## src/rtl/core/fplc_pkg.sv

```systemverilog
// fplc_pkg: shared types and constants of the pair label count penalty core.
// No dependencies; imported by every module of the core.
package fplc_pkg;

	localparam int unsigned QUEUE_DEPTH = 2;
	localparam logic [15:0] OUT_MAX = 16'hFFFF;

	typedef enum logic [1:0] {
		FN_ADD   = 2'd0,
		FN_REM   = 2'd1,
		FN_QUERY = 2'd2,
		FN_CLEAR = 2'd3
	} func_t;

	typedef enum logic [2:0] {
		ST_CLEAR,
		ST_IDLE,
		ST_UPD,
		ST_QRY,
		ST_QWAIT
	} state_t;

	// classified work item; label and feature fields sized for the widest configuration
	typedef struct packed {
		func_t       op;
		logic [3:0]  label;
		logic [15:0] bits;
		logic [3:0]  fa;
		logic [3:0]  fb;
		logic [3:0]  lo;
		logic [3:0]  hi;
		logic        fa_oob;
		logic        fb_oob;
	} item_t;

endpackage

```

## src/rtl/core/fplc_queue.sv

```systemverilog
// fplc_queue: short item queue between front and back.
// Depends on fplc_pkg.
module fplc_queue
	import fplc_pkg::*;
(
	input  logic  clk,
	input  logic  arst_n,
	input  logic  push,
	input  item_t push_item,
	output logic  full,
	input  logic  pop,
	output logic  head_valid,
	output item_t head
);

	item_t      mem_q [QUEUE_DEPTH];
	logic       wp_q;
	logic       rp_q;
	logic [1:0] cnt_q;

	assign full       = (cnt_q == 2'(QUEUE_DEPTH));
	assign head_valid = (cnt_q != 2'd0);
	assign head       = mem_q[rp_q];

	always_ff @(posedge clk) begin
		if (push) begin
			mem_q[wp_q] <= push_item;
		end
	end

	always_ff @(posedge clk or negedge arst_n) begin
		if (!arst_n) begin
			wp_q  <= 1'b0;
			rp_q  <= 1'b0;
			cnt_q <= 2'd0;
		end else begin
			if (push) wp_q <= ~wp_q;
			if (pop) rp_q <= ~rp_q;
			cnt_q <= cnt_q + {1'b0, push} - {1'b0, pop};
		end
	end

endmodule

```

## config.mk

```make
export PLATFORM = sky130hd
export DESIGN_NAME = fplc_queue
export DESIGN_NICKNAME = d
export VERILOG_FILES = /design/src/rtl/core/fplc_pkg.sv /design/src/rtl/core/fplc_queue.sv
export SDC_FILE = /design/constraint.sdc
export NUM_CORES = 1
export LEC_CHECK = 0
export BUFFER_PORTS_ARGS = -buffer_cell sky130_fd_sc_hd__buf_2
export CAP_MARGIN = 20
export CORE_ASPECT_RATIO = 1.2
export CORE_MARGIN = 2
export CORE_UTILIZATION = 30
export CTS_CLUSTER_SIZE = 20
export DETAILED_ROUTE_END_ITERATION = 10
export PLACE_DENSITY = 0.54
export SYNTH_ARGS = -nofsm -noshare
export SYNTH_HDL_FRONTEND = slang
export SYNTH_SLANG_ARGS = --single-unit
```

## constraint.sdc

```tcl
create_clock -name clk -period 3.5 [get_ports clk]
set_clock_uncertainty 0.05 [all_clocks]
set_input_delay 0.175 -clock clk [delete_from_list [all_inputs] [get_ports clk]]
set_output_delay 0.175 -clock clk [all_outputs]
set_load 0.1 [all_outputs]
```

==> results.sh <==
export IMPL_first_pass_iters=4
export IMPL_grt_pass1_vias=1844
export IMPL_die_h_um=119
export IMPL_core_area_sq_mm=0.0106
export IMPL_critPathCaptureType="primary output"
export IMPL_rows=41
export IMPL_layout_nets=321
export IMPL_via_per_inst=4.17
export IMPL_drc=0
export IMPL_endpoint="head[39]"
export IMPL_status="completed"
export IMPL_drv_slew=0
export IMPL_worst_pin_slew_ns=1.00
export IMPL_syn_num_nets=186
export IMPL_place_hpwl_mm=3.63
export IMPL_clockBufferDepth=2
export IMPL_place_gp_congestion=0.679
export IMPL_ant_nets=0
export IMPL_grt_pass1_wl_mm=9.04
export IMPL_criticalPathCategory="flip-flop to primary output"
export IMPL_drive_gt1_share_pct=51.1
export IMPL_wirelength_mm=5.68
export IMPL_die_w_um=99.6
export IMPL_fin_util_pct=42.6
export IMPL_mostFrequentLayoutCell="buf_2"
export IMPL_crit_path_start="rp_q"
export IMPL_die_area_sq_mm=0.0118
export IMPL_diodes=0
export IMPL_synth_seq_cells=84
export IMPL_start_util_pct=31.0
export IMPL_period_minus_slack_ns=2.28
export IMPL_hold_class="primary input to flip-flop"
export IMPL_vias=1705
export IMPL_max_freq_mhz=439
export IMPL_cp_arrival_ns=2.05
export IMPL_crit_reg2reg_capture="mem_q[1][31]"
export IMPL_gr_total_overflow=0
export IMPL_postSynthAreaPerCell_sq_um=23.5
export IMPL_synth_area_leaders="edfxtp_1 (73%), mux2_4 (18%), dfrtp_1 (3.0%), buf_12 (2.4%), ha_1 (0.76%)"
export IMPL_syn_cell_area_sq_mm=0.00329
export IMPL_synth_compound_area_share_pct=0
export IMPL_startpoint_type="flip-flop"
export IMPL_synth_simple_gate_area_share_pct=0.761
export IMPL_period_share_pct=65.1
export IMPL_synthCells=140
export IMPL_synth_warnings=0
export IMPL_ios=86
export IMPL_htreeDepth=3
export IMPL_drt_initial_drc_count=79
export IMPL_synth_seq_area_share_pct=76.1
export IMPL_finalHoldViolCount=0
export IMPL_synthAdderAreaFrac_pct=0.761
export IMPL_synth_top_family_by_area="multiplexers"
export IMPL_cts_root_buf="clkbuf_16"
export IMPL_clock_sinks=84
export IMPL_yosysTopAreaCell="edfxtp_1"
export IMPL_grt_usage_pct=10.3
export IMPL_maxCapViolCount=0
export IMPL_synth_cell_types=13
export IMPL_grt_max_degree=41
export IMPL_timing_hold_ws_ns=0.0292
export IMPL_final_cell_mix="buf_2 (85), edfxtp_1 (80), dlygate4sd3_1 (42)"
export IMPL_critPathRequiredTime_ns=3.27
export IMPL_slew_headroom_pct=33.2
export IMPL_clk_pin_slew_ns=0.06
export IMPL_antenna_found_initial=0
export IMPL_crit_path_max_fanout=23
export IMPL_finalSetupViolations=0
export IMPL_syn_to_final_growth_pct=37.6
export IMPL_r2r_start="wp_q"
export IMPL_tns_ns=0
export IMPL_cts_buffers=9
export IMPL_portBuffers=85
export IMPL_synth_mux_area_share_pct=18.1
export IMPL_cts_tree="yes"
export IMPL_regToRegSetupSlack_ns=1.80
export IMPL_clk_latency_ns=0.33
export IMPL_wl_per_cell_um=13.9
export IMPL_synth_xor_area_share_pct=1.26
export IMPL_ff2ff_path_depth=1
export IMPL_post_cts_setup_buffers=0
export IMPL_rsz0062_at_grt="no"
export IMPL_synth_top_area_share_pct=73.0
-- repair_timing --
item,4_1_cts,5_1_grt
hold buffers,42,0
hold endpoints to repair,85,0
gates resized for setup,0,0
-- registers in the layout (all words and copies together) (netlist names) --
register	count
cnt_q	2
mem_q	80
rp_q	1
wp_q	1
-- kinds of logic after synthesis --
logic type               count (synthesis)
XOR/XNOR                                 3
adder cells (fa/ha/maj)                  2
buffers and inverters                    7
flip-flops                              84
multiplexers                            40
AND/OR/NAND/NOR                          4
-- worst max-delay path, stage by stage (launching register included) --
cell and delay (ns):
dfrtp_2 0.78, buf_12 0.30, mux2_2 0.35, buf_2 0.29
-- cell type report --
class,instances,area [sq um]
Timing Repair Buffer,129,873
Fill cell,954,6090
Inverter,2,7.51
Sequential cell,84,2500
Tap cell,129,161
Clock buffer,11,233
Clock inverter,5,51.3
Multi-Input combinational cell,49,697
-- synthesized netlist by cell type (all sizes together) --
library cell and instances:
edfxtp 80, mux2 40, buf 5, dfrtp 4, ha 2, inv 2
nor2b 2, xor2 2, and2 1, or2 1, xor3 1
-- how the worst min path moves through the flow --
stage | from | endpoint | slack [ns] | cells past startpoint
floorplan | arst_n | cnt_q[0] | -0.17 | 0
global placement | arst_n | wp_q | -0.07 | 1
CTS | push | wp_q | 0.02 | 2
detailed placement | arst_n | wp_q | -0.06 | 1
global route | push | wp_q | 0.03 | 2
finish | push | wp_q | 0.03 | 2
-- layer usage --
layer	part of all wire (%)	track usage [%]	vias up
li1	-	-	816
met1	42	12.2	826
met2	51	16.5	52
met3	5.5	3.73	11
met4	1.9	5.14	0
met5	0	0	-
-- metrics by stage --
step / instances / setup WS, ns / instance area (sq um)
final: 409 / 1.22 / 4530
after global routing: 409 / 1.08 / 4530
after CTS: 409 / 1.14 / 4530
after detailed placement: 351 / 1.51 / 3820
after global placement: 351 / 1.53 / 3820
after floorplan: 140 / 0.815 / 3290
Power is not shown: default switching activity piles up to over one toggle a cycle in this logic, so the estimate is an artifact.
