[src/rtl/core/fplc_pkg.sv]
// fplc_pkg: shared types and constants of the pair label count penalty core.
// No dependencies; imported by every module of the core.
package fplc_pkg;

	localparam int unsigned QUEUE_DEPTH = 2;
	localparam logic [15:0] OUT_MAX = 16'hFFFF;

	typedef enum logic [1:0] {
		FN_ADD   = 2'd0,
		FN_REM   = 2'd1,
		FN_QUERY = 2'd2,
		FN_CLEAR = 2'd3
	} func_t;

	typedef enum logic [2:0] {
		ST_CLEAR,
		ST_IDLE,
		ST_UPD,
		ST_QRY,
		ST_QWAIT
	} state_t;

	// classified work item; label and feature fields sized for the widest configuration
	typedef struct packed {
		func_t       op;
		logic [3:0]  label;
		logic [15:0] bits;
		logic [3:0]  fa;
		logic [3:0]  fb;
		logic [3:0]  lo;
		logic [3:0]  hi;
		logic        fa_oob;
		logic        fb_oob;
	} item_t;

endpackage

[src/rtl/core/fplc_front.sv]
// fplc_front: classifies input beats, normalizes the queried pair, drops dead updates.
// Depends on fplc_pkg.
module fplc_front
	import fplc_pkg::*;
#(
	parameter int LABEL_COUNT   = 4,
	parameter int FEATURE_COUNT = 16
) (
	input  logic [1:0]  func,
	input  logic [1:0]  label,
	input  logic [15:0] present_features,
	input  logic [3:0]  feature_first,
	input  logic [3:0]  feature_second,
	output item_t       item,
	output logic        keep
);

	logic [4:0] lab5;
	logic [6:0] fa7;
	logic [6:0] fb7;
	logic [15:0] mask;

	assign lab5 = {3'b000, label};
	assign fa7  = {3'b000, feature_first};
	assign fb7  = {3'b000, feature_second};

	always_comb begin
		for (int i = 0; i < 16; i++) begin
			mask[i] = (i < FEATURE_COUNT);
		end
	end

	always_comb begin
		item.op     = func_t'(func);
		item.label  = {2'b00, label};
		item.bits   = present_features & mask;
		item.fa     = feature_first;
		item.fb     = feature_second;
		item.lo     = (feature_first < feature_second) ? feature_first : feature_second;
		item.hi     = (feature_first < feature_second) ? feature_second : feature_first;
		item.fa_oob = (fa7 >= 7'(FEATURE_COUNT));
		item.fb_oob = (fb7 >= 7'(FEATURE_COUNT));
		keep = 1'b1;
		if ((item.op == FN_ADD || item.op == FN_REM) && lab5 >= 5'(LABEL_COUNT)) begin
			keep = 1'b0;
		end
	end

endmodule

[config.mk]
export PLATFORM = sky130hd
export DESIGN_NAME = fplc_front
export DESIGN_NICKNAME = d
export VERILOG_FILES = /design/src/rtl/core/fplc_pkg.sv /design/src/rtl/core/fplc_front.sv
export SDC_FILE = /design/constraint.sdc
export NUM_CORES = 1
export LEC_CHECK = 0
export ABC_CLOCK_PERIOD_IN_PS = 2650
export BUFFER_PORTS_ARGS = -buffer_cell sky130_fd_sc_hd__buf_2
export CORE_MARGIN = 1
export CORE_UTILIZATION = 34
export DETAILED_ROUTE_END_ITERATION = 7
export PLACE_DENSITY = 0.88
export SETUP_SLACK_MARGIN = 0.3
export SLEW_MARGIN = 25
export SYNTH_ARGS = -nofsm -noshare
export SYNTH_HDL_FRONTEND = slang
export SYNTH_SLANG_ARGS = --single-unit
[constraint.sdc]
create_clock -name vclk -period 2.65
set_clock_uncertainty 0.05 [all_clocks]
set_input_delay 0.265 -clock vclk [all_inputs]
set_output_delay 0.265 -clock vclk [all_outputs]
set_load 0.01 [all_outputs]
==> flow_metrics.tcl, run 1 <==
set metrics [dict create \
    cp_slowest_cell "mux2_1" \
    drc_errors 0 \
    fin_tns_setup_ps 0 \
    syn_area_per_cell_um2 8.25 \
    dieArea_um2 1540 \
    end_kind "primary output" \
    cts_resized 0 \
    synth-seq-area-share_pct 0 \
    path_depth 7 \
    p_sw_share_pct 50.9 \
    path_class "input port to primary output" \
    p_seq_share_pct 0 \
    cellPowerDensity_nw_per_um2 218 \
    combPwrFrac_pct 100.0 \
    clkPwrFrac_pct 0 \
    seq_area_um2 0 \
    grt_use_total_pct 6.15 \
    dr_total_vias 271 \
    max_cap_violations 0 \
    ioPinCount 69 \
    period_share_pct 72.3 \
    p_int_w 0.0000400 \
    place_congestion 0.523 \
    fin_nets 86 \
    crit_arrival_ps 1600 \
    netlist_area_um2 470 \
    synthCells 57 \
    die_w_um 39.2 \
    grt_max_degree 7 \
    placed_area_um2 373 \
    post_cts_buffers 0 \
    grt_pass1_vias 188 \
    setup_ws_ps 735 \
    fp-row-count 13 \
    place_ws_ps 712 \
    yosysWarnings 0 \
    max_stage_delay_ps 340 \
    fin_area_um2 373 \
    hold_buffers 0 \
    drt_wl_total_um 579 \
    diodes 0 \
    final_cell_mix "buf_2, inv_1, ha_1, conb_1, mux2_1" \
    fmax_mhz 522 \
    initial_core_util_pct 36.2 \
    seq_cell_count 0 \
    dp_hpwl_um 508 \
    grt_pass1_wl_um 683 \
    post-route-min-period_ps 1910 \
    critPathLaunchType "input port" \
    holdPathStages 0 \
    vdd_ir_drop_max_mv 0.0706 \
    rsz0062_at_grt "false" \
    finalPower_w 0.0000814 \
    ant_nets 0 \
    area_delta_synth_final_pct -20.7 \
    required_ps 2340 \
    fp.dieH_um 39.2 \
    report.final.setup_viol 0 \
    avgRoutedWirePerCell_um 8.77 \
    via_per_inst 4.11 \
    cp_top_family "multiplexers" \
    ys_types 11 \
    p_switching_w 0.0000414 \
    drive_above_1_share_pct 58.8 \
    core-area_um2 1300 \
    nFillCells 140 \
    leakage_nw 0.227 \
    drt-initial-drc-count 0 \
    hold_path_class "input port to primary output" \
    grt_overflow_total 0 \
    hold_viol 0 \
    worst-path-buf-inv 3 \
    crit_chain "buf_2, inv_1, ha_1, nor2_2, a2bb2oi_4, mux2_1, buf_2" \
    status "complete, no violations" \
    path_common_cell "buf_2" \
    final_common_cell "buf_2" \
    finalMaxSlewViolations 0 \
    critical_path.max_fanout 6 \
    io_buffers 24 \
    drt_first_pass_iters 1 \
    clock_buffers 0 \
    antenna_found_initial 0 \
]
## power groups by stage
stage / Combinational, W / Clock (W) / Sequential, W
finish: 0.0000814 / 0 / 0
detailed placement: 0.0000827 / 0 / 0
CTS: 0.0000831 / 0 / 0
global placement: 0.0000815 / 0 / 0
floorplan: 0.0000981 / 0 / 0
global route: 0.0000915 / 0 / 0
## layout make-up
cell class / instances / area (um^2) / share of cell area (%)
inverter: 6 / 22.5 / 6.04
multi-input combinational: 21 / 211 / 56.7
tap: 15 / 18.8 / 5.03
timing repair buffer: 24 / 120 / 32.2
## synth_stat cells
library cell	number	area (um^2)
mux2_1	4	45.0
o21ai_2	1	8.76
a2bb2oi_4	1	26.3
ha_1	5	62.6
nor3_2	1	10.0
conb_1	2	7.51
nor2_1	1	3.75
nor2_2	1	6.26
inv_1	6	22.5
buf_4	33	248
mux2_4	2	30.0
## through the flow
| step | hold slack, ps | utilization, % | instances |
|---|---|---|---|
| after CTS | 480 | 28.7 | 66 |
| after global routing | 480 | 28.7 | 66 |
| after floorplan | 572 | - | 60 |
| after detailed placement | 480 | 28.7 | 66 |
| final | 480 | 28.7 | 66 |
| after global placement | 480 | 28.7 | 66 |
## final timing paths
check	start	end	slack (ps)
hold / removal	present_features[5]	item[23]	480
setup / recovery	feature_first[3]	item[3]	740
## routing by layer
layer / global-route usage [%] / part of all wire [%] / vias up
li1: - / - / 127
met1: 5.07 / 34 / 110
met2: 12.5 / 42 / 28
met3: 1.16 / 20 / 6
met4: 4.31 / 3.3 / 0
met5: 0 / 0 / -
## cell families (layout without fill, tap and decap cells)
kind of cell	after synthesis	after routing	synth area share (%)
mux	6	6	16.0
simple gates	3	3	4.26
compound gates	2	2	7.45
fa+ha+maj	5	5	13.3
buf+inv	39	30	57.4
other cells	2	5	1.60
Note: power is estimated with default switching activity, not from simulation.
==> inputs of run 2 (changes only) <==
--- a/config.mk
+++ b/config.mk
@@ -5,12 +5,13 @@
 export SDC_FILE = /design/constraint.sdc
 export NUM_CORES = 1
 export LEC_CHECK = 0
-export ABC_CLOCK_PERIOD_IN_PS = 2650
+export ABC_CLOCK_PERIOD_IN_PS = 1600
 export BUFFER_PORTS_ARGS = -buffer_cell sky130_fd_sc_hd__buf_2
+export CORE_ASPECT_RATIO = 1.2
 export CORE_MARGIN = 1
-export CORE_UTILIZATION = 34
+export CORE_UTILIZATION = 28
 export DETAILED_ROUTE_END_ITERATION = 7
-export PLACE_DENSITY = 0.88
+export PLACE_DENSITY = 0.77
 export SETUP_SLACK_MARGIN = 0.3
 export SLEW_MARGIN = 25
 export SYNTH_ARGS = -nofsm -noshare
==> constraint.sdc (replaced) <==
create_clock -name vclk -period 1.6
set_clock_uncertainty 0.05 [all_clocks]
set_input_delay 0.16 -clock vclk [all_inputs]
set_output_delay 0.16 -clock vclk [all_outputs]
set_load 0.01 [all_outputs]
==> run 2 against run 1 <==
  * The flow now finishes with violations (setup timing)
  * Cell count increased by 12%
  * Design area increased by 49%
  * Critical path depth increased by 1
  * Wire length increased by 18%
  * Sequential cell count unchanged
  * Critical path type unchanged
  * Critical endpoint is now item[2]
  * Highest routed layer unchanged
==> flow_metrics.tcl, run 2 (synthesized netlist as in run 1, its figures left out) <==
set metrics [dict create \
    violations "setup timing" \
    critical_path.max_fanout 6 \
    via_per_inst 4.15 \
    grt_pass1_vias 280 \
    cp_top_family "multiplexers" \
    final_common_cell "buf_2" \
    antenna_found_initial 0 \
    initial_core_util_pct 31.3 \
    end_kind "primary output" \
    crit_arrival_ps 1400 \
    dieArea_um2 1850 \
    seq_area_um2 0 \
    grt_overflow_total 0 \
    fp-row-count 15 \
    period_share_pct 101 \
    grt_pass1_wl_um 1040 \
    drt_first_pass_iters 1 \
    worst-path-buf-inv 3 \
    setup_ws_ps -8.48 \
    path_class "input port to primary output" \
    io_buffers 24 \
    fmax_mhz 622 \
    leakage_nw 0.295 \
    final_cell_mix "buf_2, buf_6, mux2_4, buf_4, conb_1" \
    avgRoutedWirePerCell_um 9.27 \
    clock_buffers 0 \
    required_ps 1390 \
    die_w_um 39.4 \
    wl_met3_um 95 \
    path_depth 8 \
    drt_wl_total_um 686 \
    top_layer "met4" \
    hold_buffers 0 \
    finalPower_w 0.000212 \
    finalMaxSlewViolations 0 \
    wl_met1_um 195 \
    report.final.setup_viol 6 \
    dp_hpwl_um 604 \
    rsz0062_at_grt "true" \
    critPathLaunchType "input port" \
    hold_viol 0 \
    holdPathStages 0 \
    cp_slowest_cell "mux2_4" \
    placed_area_um2 468 \
    met2_wirelength_um 380 \
    ant_nets 0 \
    place_congestion 0.620 \
    vdd_ir_drop_max_mv 0.165 \
    ioPinCount 69 \
    area_delta_synth_final_pct 17.8 \
    crit_chain "buf_12, inv_12, ha_4, nor2_2, nor2_4, a2bb2oi_4, mux2_4, buf_6" \
    dr_total_vias 307 \
    drive_above_1_share_pct 82.5 \
    hold_path_class "input port to primary output" \
    seq_cell_count 0 \
    max_cap_violations 0 \
    core-area_um2 1500 \
    max_stage_delay_ps 340 \
    grt_use_total_pct 7.37 \
    post-route-min-period_ps 1610 \
    fin_area_um2 554 \
    drt-initial-drc-count 0 \
    diodes 0 \
    fin_nets 92 \
    drc_errors 0 \
    status "complete, but fails checks" \
    cellPowerDensity_nw_per_um2 382 \
    nFillCells 153 \
    fp.dieH_um 46.9 \
    grt_max_degree 7 \
]
## run 2: cell type report
cell class | count | area [um^2] | area share, %
inverter | 6 | 35.0 | 6.32
multi-input combinational | 21 | 262 | 47.2
tap | 17 | 21.3 | 3.84
timing repair buffer | 30 | 236 | 42.7
## run 2: final timing paths
| path | startpoint | end | slack (ps) |
|---|---|---|---|
| setup / recovery | feature_second[2] | item[2] | -8 |
| hold / removal | present_features[4] | item[22] | 270 |
## run 2: metal layers
metal,global-route usage [%],up-vias
met5,0,-
met4,2.07,0
met3,0,4
met2,16.4,26
met1,6.82,138
li1,-,139
## run 2: per-stage QoR
| stage | utilization [%] | std cells | hold WS (ps) | TNS, ps | setup slack [ps] |
|---|---|---|---|---|---|
| floorplan | - | 60 | 362 | 0 | 209 |
| global placement | 31.2 | 73 | 270 | -945 | -159 |
| detailed placement | 31.2 | 73 | 270 | -1100 | -188 |
| CTS | 36.3 | 74 | 270 | -133 | -27.3 |
| global route | 36.9 | 74 | 270 | -284 | -52.8 |
| finish | 36.9 | 74 | 270 | -22.4 | -8.48 |
## run 2: what timing repair did
action / 4_1_cts / 5_1_grt
setup buffers: 1 / 0
gates resized for setup: 15 / 2
gates cloned: 0 / 0
pin swaps: 3 / 2
setup endpoints to repair: 6 / 6
## run 2: report_power, final
part	internal [W]	leakage, nW	switching, W
combinational	0.000124	0.295	0.0000874
clock	0	0	0
sequential	0	0	0
==> inputs of run 3 (changes only) <==
--- a/config.mk
+++ b/config.mk
@@ -6,7 +6,7 @@
 export NUM_CORES = 1
 export LEC_CHECK = 0
 export ABC_CLOCK_PERIOD_IN_PS = 1600
-export BUFFER_PORTS_ARGS = -buffer_cell sky130_fd_sc_hd__buf_2
+export BUFFER_PORTS_ARGS = -buffer_cell sky130_fd_sc_hd__buf_4
 export CORE_ASPECT_RATIO = 1.2
 export CORE_MARGIN = 1
 export CORE_UTILIZATION = 28
==> run 3 against run 2 <==
  * The flow still finishes with violations (setup timing)
  * Non-clock buffer count up 1
  * Cell count up 1.4%
  * Via count up 0.65%
  * Power up 6.5%
  * Core utilization up 2.8 points
  * Combinational power up 7%
  * Worst setup slack worse by 2.6 ps
  * Design area up 7.7%
  * Sequential share of layout area unchanged
  * Wire length down 3.1%
  * Critical path type unchanged
  * Critical endpoint is now item[4]
==> flow_metrics.tcl, run 3 (synthesized netlist as in run 1, its figures left out) <==
set metrics [dict create \
    avgRoutedWirePerCell_um 8.87 \
    drive_above_1_share_pct 82.8 \
    hold_path_class "input port to primary output" \
    io_buffers 24 \
    fp.dieH_um 46.9 \
    dieArea_um2 1850 \
    final_cell_mix "buf_4, buf_6, mux2_4, conb_1, inv_1" \
    drt_first_pass_iters 1 \
    grt_pass1_vias 238 \
    fin_nets 93 \
    holdPathStages 0 \
    ioPinCount 69 \
    multi_input_area_um2 267 \
    wl_met3_um 101 \
    cellPowerDensity_nw_per_um2 378 \
    critical_path.max_fanout 6 \
    period_share_pct 101 \
    critPathLaunchType "input port" \
    seq_area_um2 0 \
    final_common_cell "buf_4" \
    finalMaxSlewViolations 0 \
    ant_nets 0 \
    status "complete, but fails checks" \
    place_ws_ps -125 \
    post_cts_buffers 0 \
    hold_path_end "item[22]" \
    grt_max_degree 7 \
    crit_arrival_ps 1400 \
    area_delta_synth_final_pct 26.9 \
    dr_total_vias 309 \
    via_per_inst 4.12 \
    wl_met1_um 209 \
    drc_errors 0 \
    drt-initial-drc-count 0 \
    post-route-min-period_ps 1610 \
    drt_wl_total_um 665 \
    place_congestion 0.631 \
    min-delay-start "present_features[4]" \
    placed_area_um2 543 \
    diodes 0 \
    seq_cell_count 0 \
    max_cap_violations 0 \
    fmax_mhz 621 \
    dp_hpwl_um 589 \
    fp-row-count 15 \
    grt_use_total_pct 6.41 \
    top_layer "met4" \
    report.final.setup_viol 6 \
    antenna_found_initial 0 \
    path_class "input port to primary output" \
    initial_core_util_pct 31.3 \
    hold_viol 0 \
    nFillCells 144 \
    violations "setup timing" \
    grt_overflow_total 0 \
    fin_area_um2 597 \
    required_ps 1390 \
    core-area_um2 1500 \
    setup_ws_ps -11.1 \
    grt_pass1_wl_um 917 \
    met2_wirelength_um 339 \
    rsz0062_at_grt "true" \
    clock_buffers 0 \
    end_kind "primary output" \
    hold_buffers 0 \
    vdd_ir_drop_max_mv 0.142 \
    leakage_nw 0.311 \
    die_w_um 39.4 \
]
==> run 3: cell count changes in the layout (fill, tap and decap cells not counted) <==
cell and change:
buf_2 -14, nor2_2 -1, buf_4 +17, inv_4 +1, nor2_4 +1, inv_2 -1
buf_6 -2
==> run 3: through the flow <==
stage | util [%] | hold WS [ps] | TNS [ps] | std cells | power [W]
after floorplan | - | 362 | 0 | 60 | 0.000184
after CTS | 39.6 | 270 | -137 | 75 | 0.000228
after global placement | 36.2 | 270 | -637 | 75 | 0.000198
after global routing | 39.8 | 270 | -320 | 75 | 0.000243
final | 39.8 | 270 | -49.0 | 75 | 0.000226
after detailed placement | 36.2 | 270 | -737 | 75 | 0.000200
==> run 3: cell type report <==
cell class                      count  area share, %
Inverter                            6           6.29
Timing Repair Buffer               31           45.5
Tap cell                           17           3.56
Multi-Input combinational cell     21           44.7
==> run 3: power breakdown <==
part	switching, W	leakage (nW)	internal [W]
clock	0	0	0
combinational	0.0000893	0.311	0.000136
sequential	0	0	0
total	0.0000893	0.311	0.000136
==> run 3: routing by layer <==
metal | vias to the layer above | track usage, %
li1 | 140 | -
met1 | 139 | 7.67
met2 | 26 | 12.1
met3 | 4 | 0
met4 | 0 | 2.07
met5 | - | 0
==> run 3: worst max path at each step <==
stage	to	startpoint	depth (start not counted)
global placement	item[8]	feature_second[2]	8
finish	item[4]	feature_second[2]	8
CTS	item[2]	feature_second[2]	8
global route	item[4]	feature_second[2]	8
floorplan	item[2]	feature_second[2]	6
detailed placement	item[7]	feature_second[2]	8
==> run 3: worst max-delay path, cell delays in order <==
cell and delay [ps]:
buf_12 90, inv_12 30, ha_4 260, nor2_4 30, nor2_4 90, a2bb2oi_4 280
mux2_4 340, buf_6 120
==> run 3: timing repair <==
item                       in CTS  in global routing
gates resized for setup        14                  1
setup endpoints to repair       6                  6
cloned                          0                  0
pin swaps                       3                  1
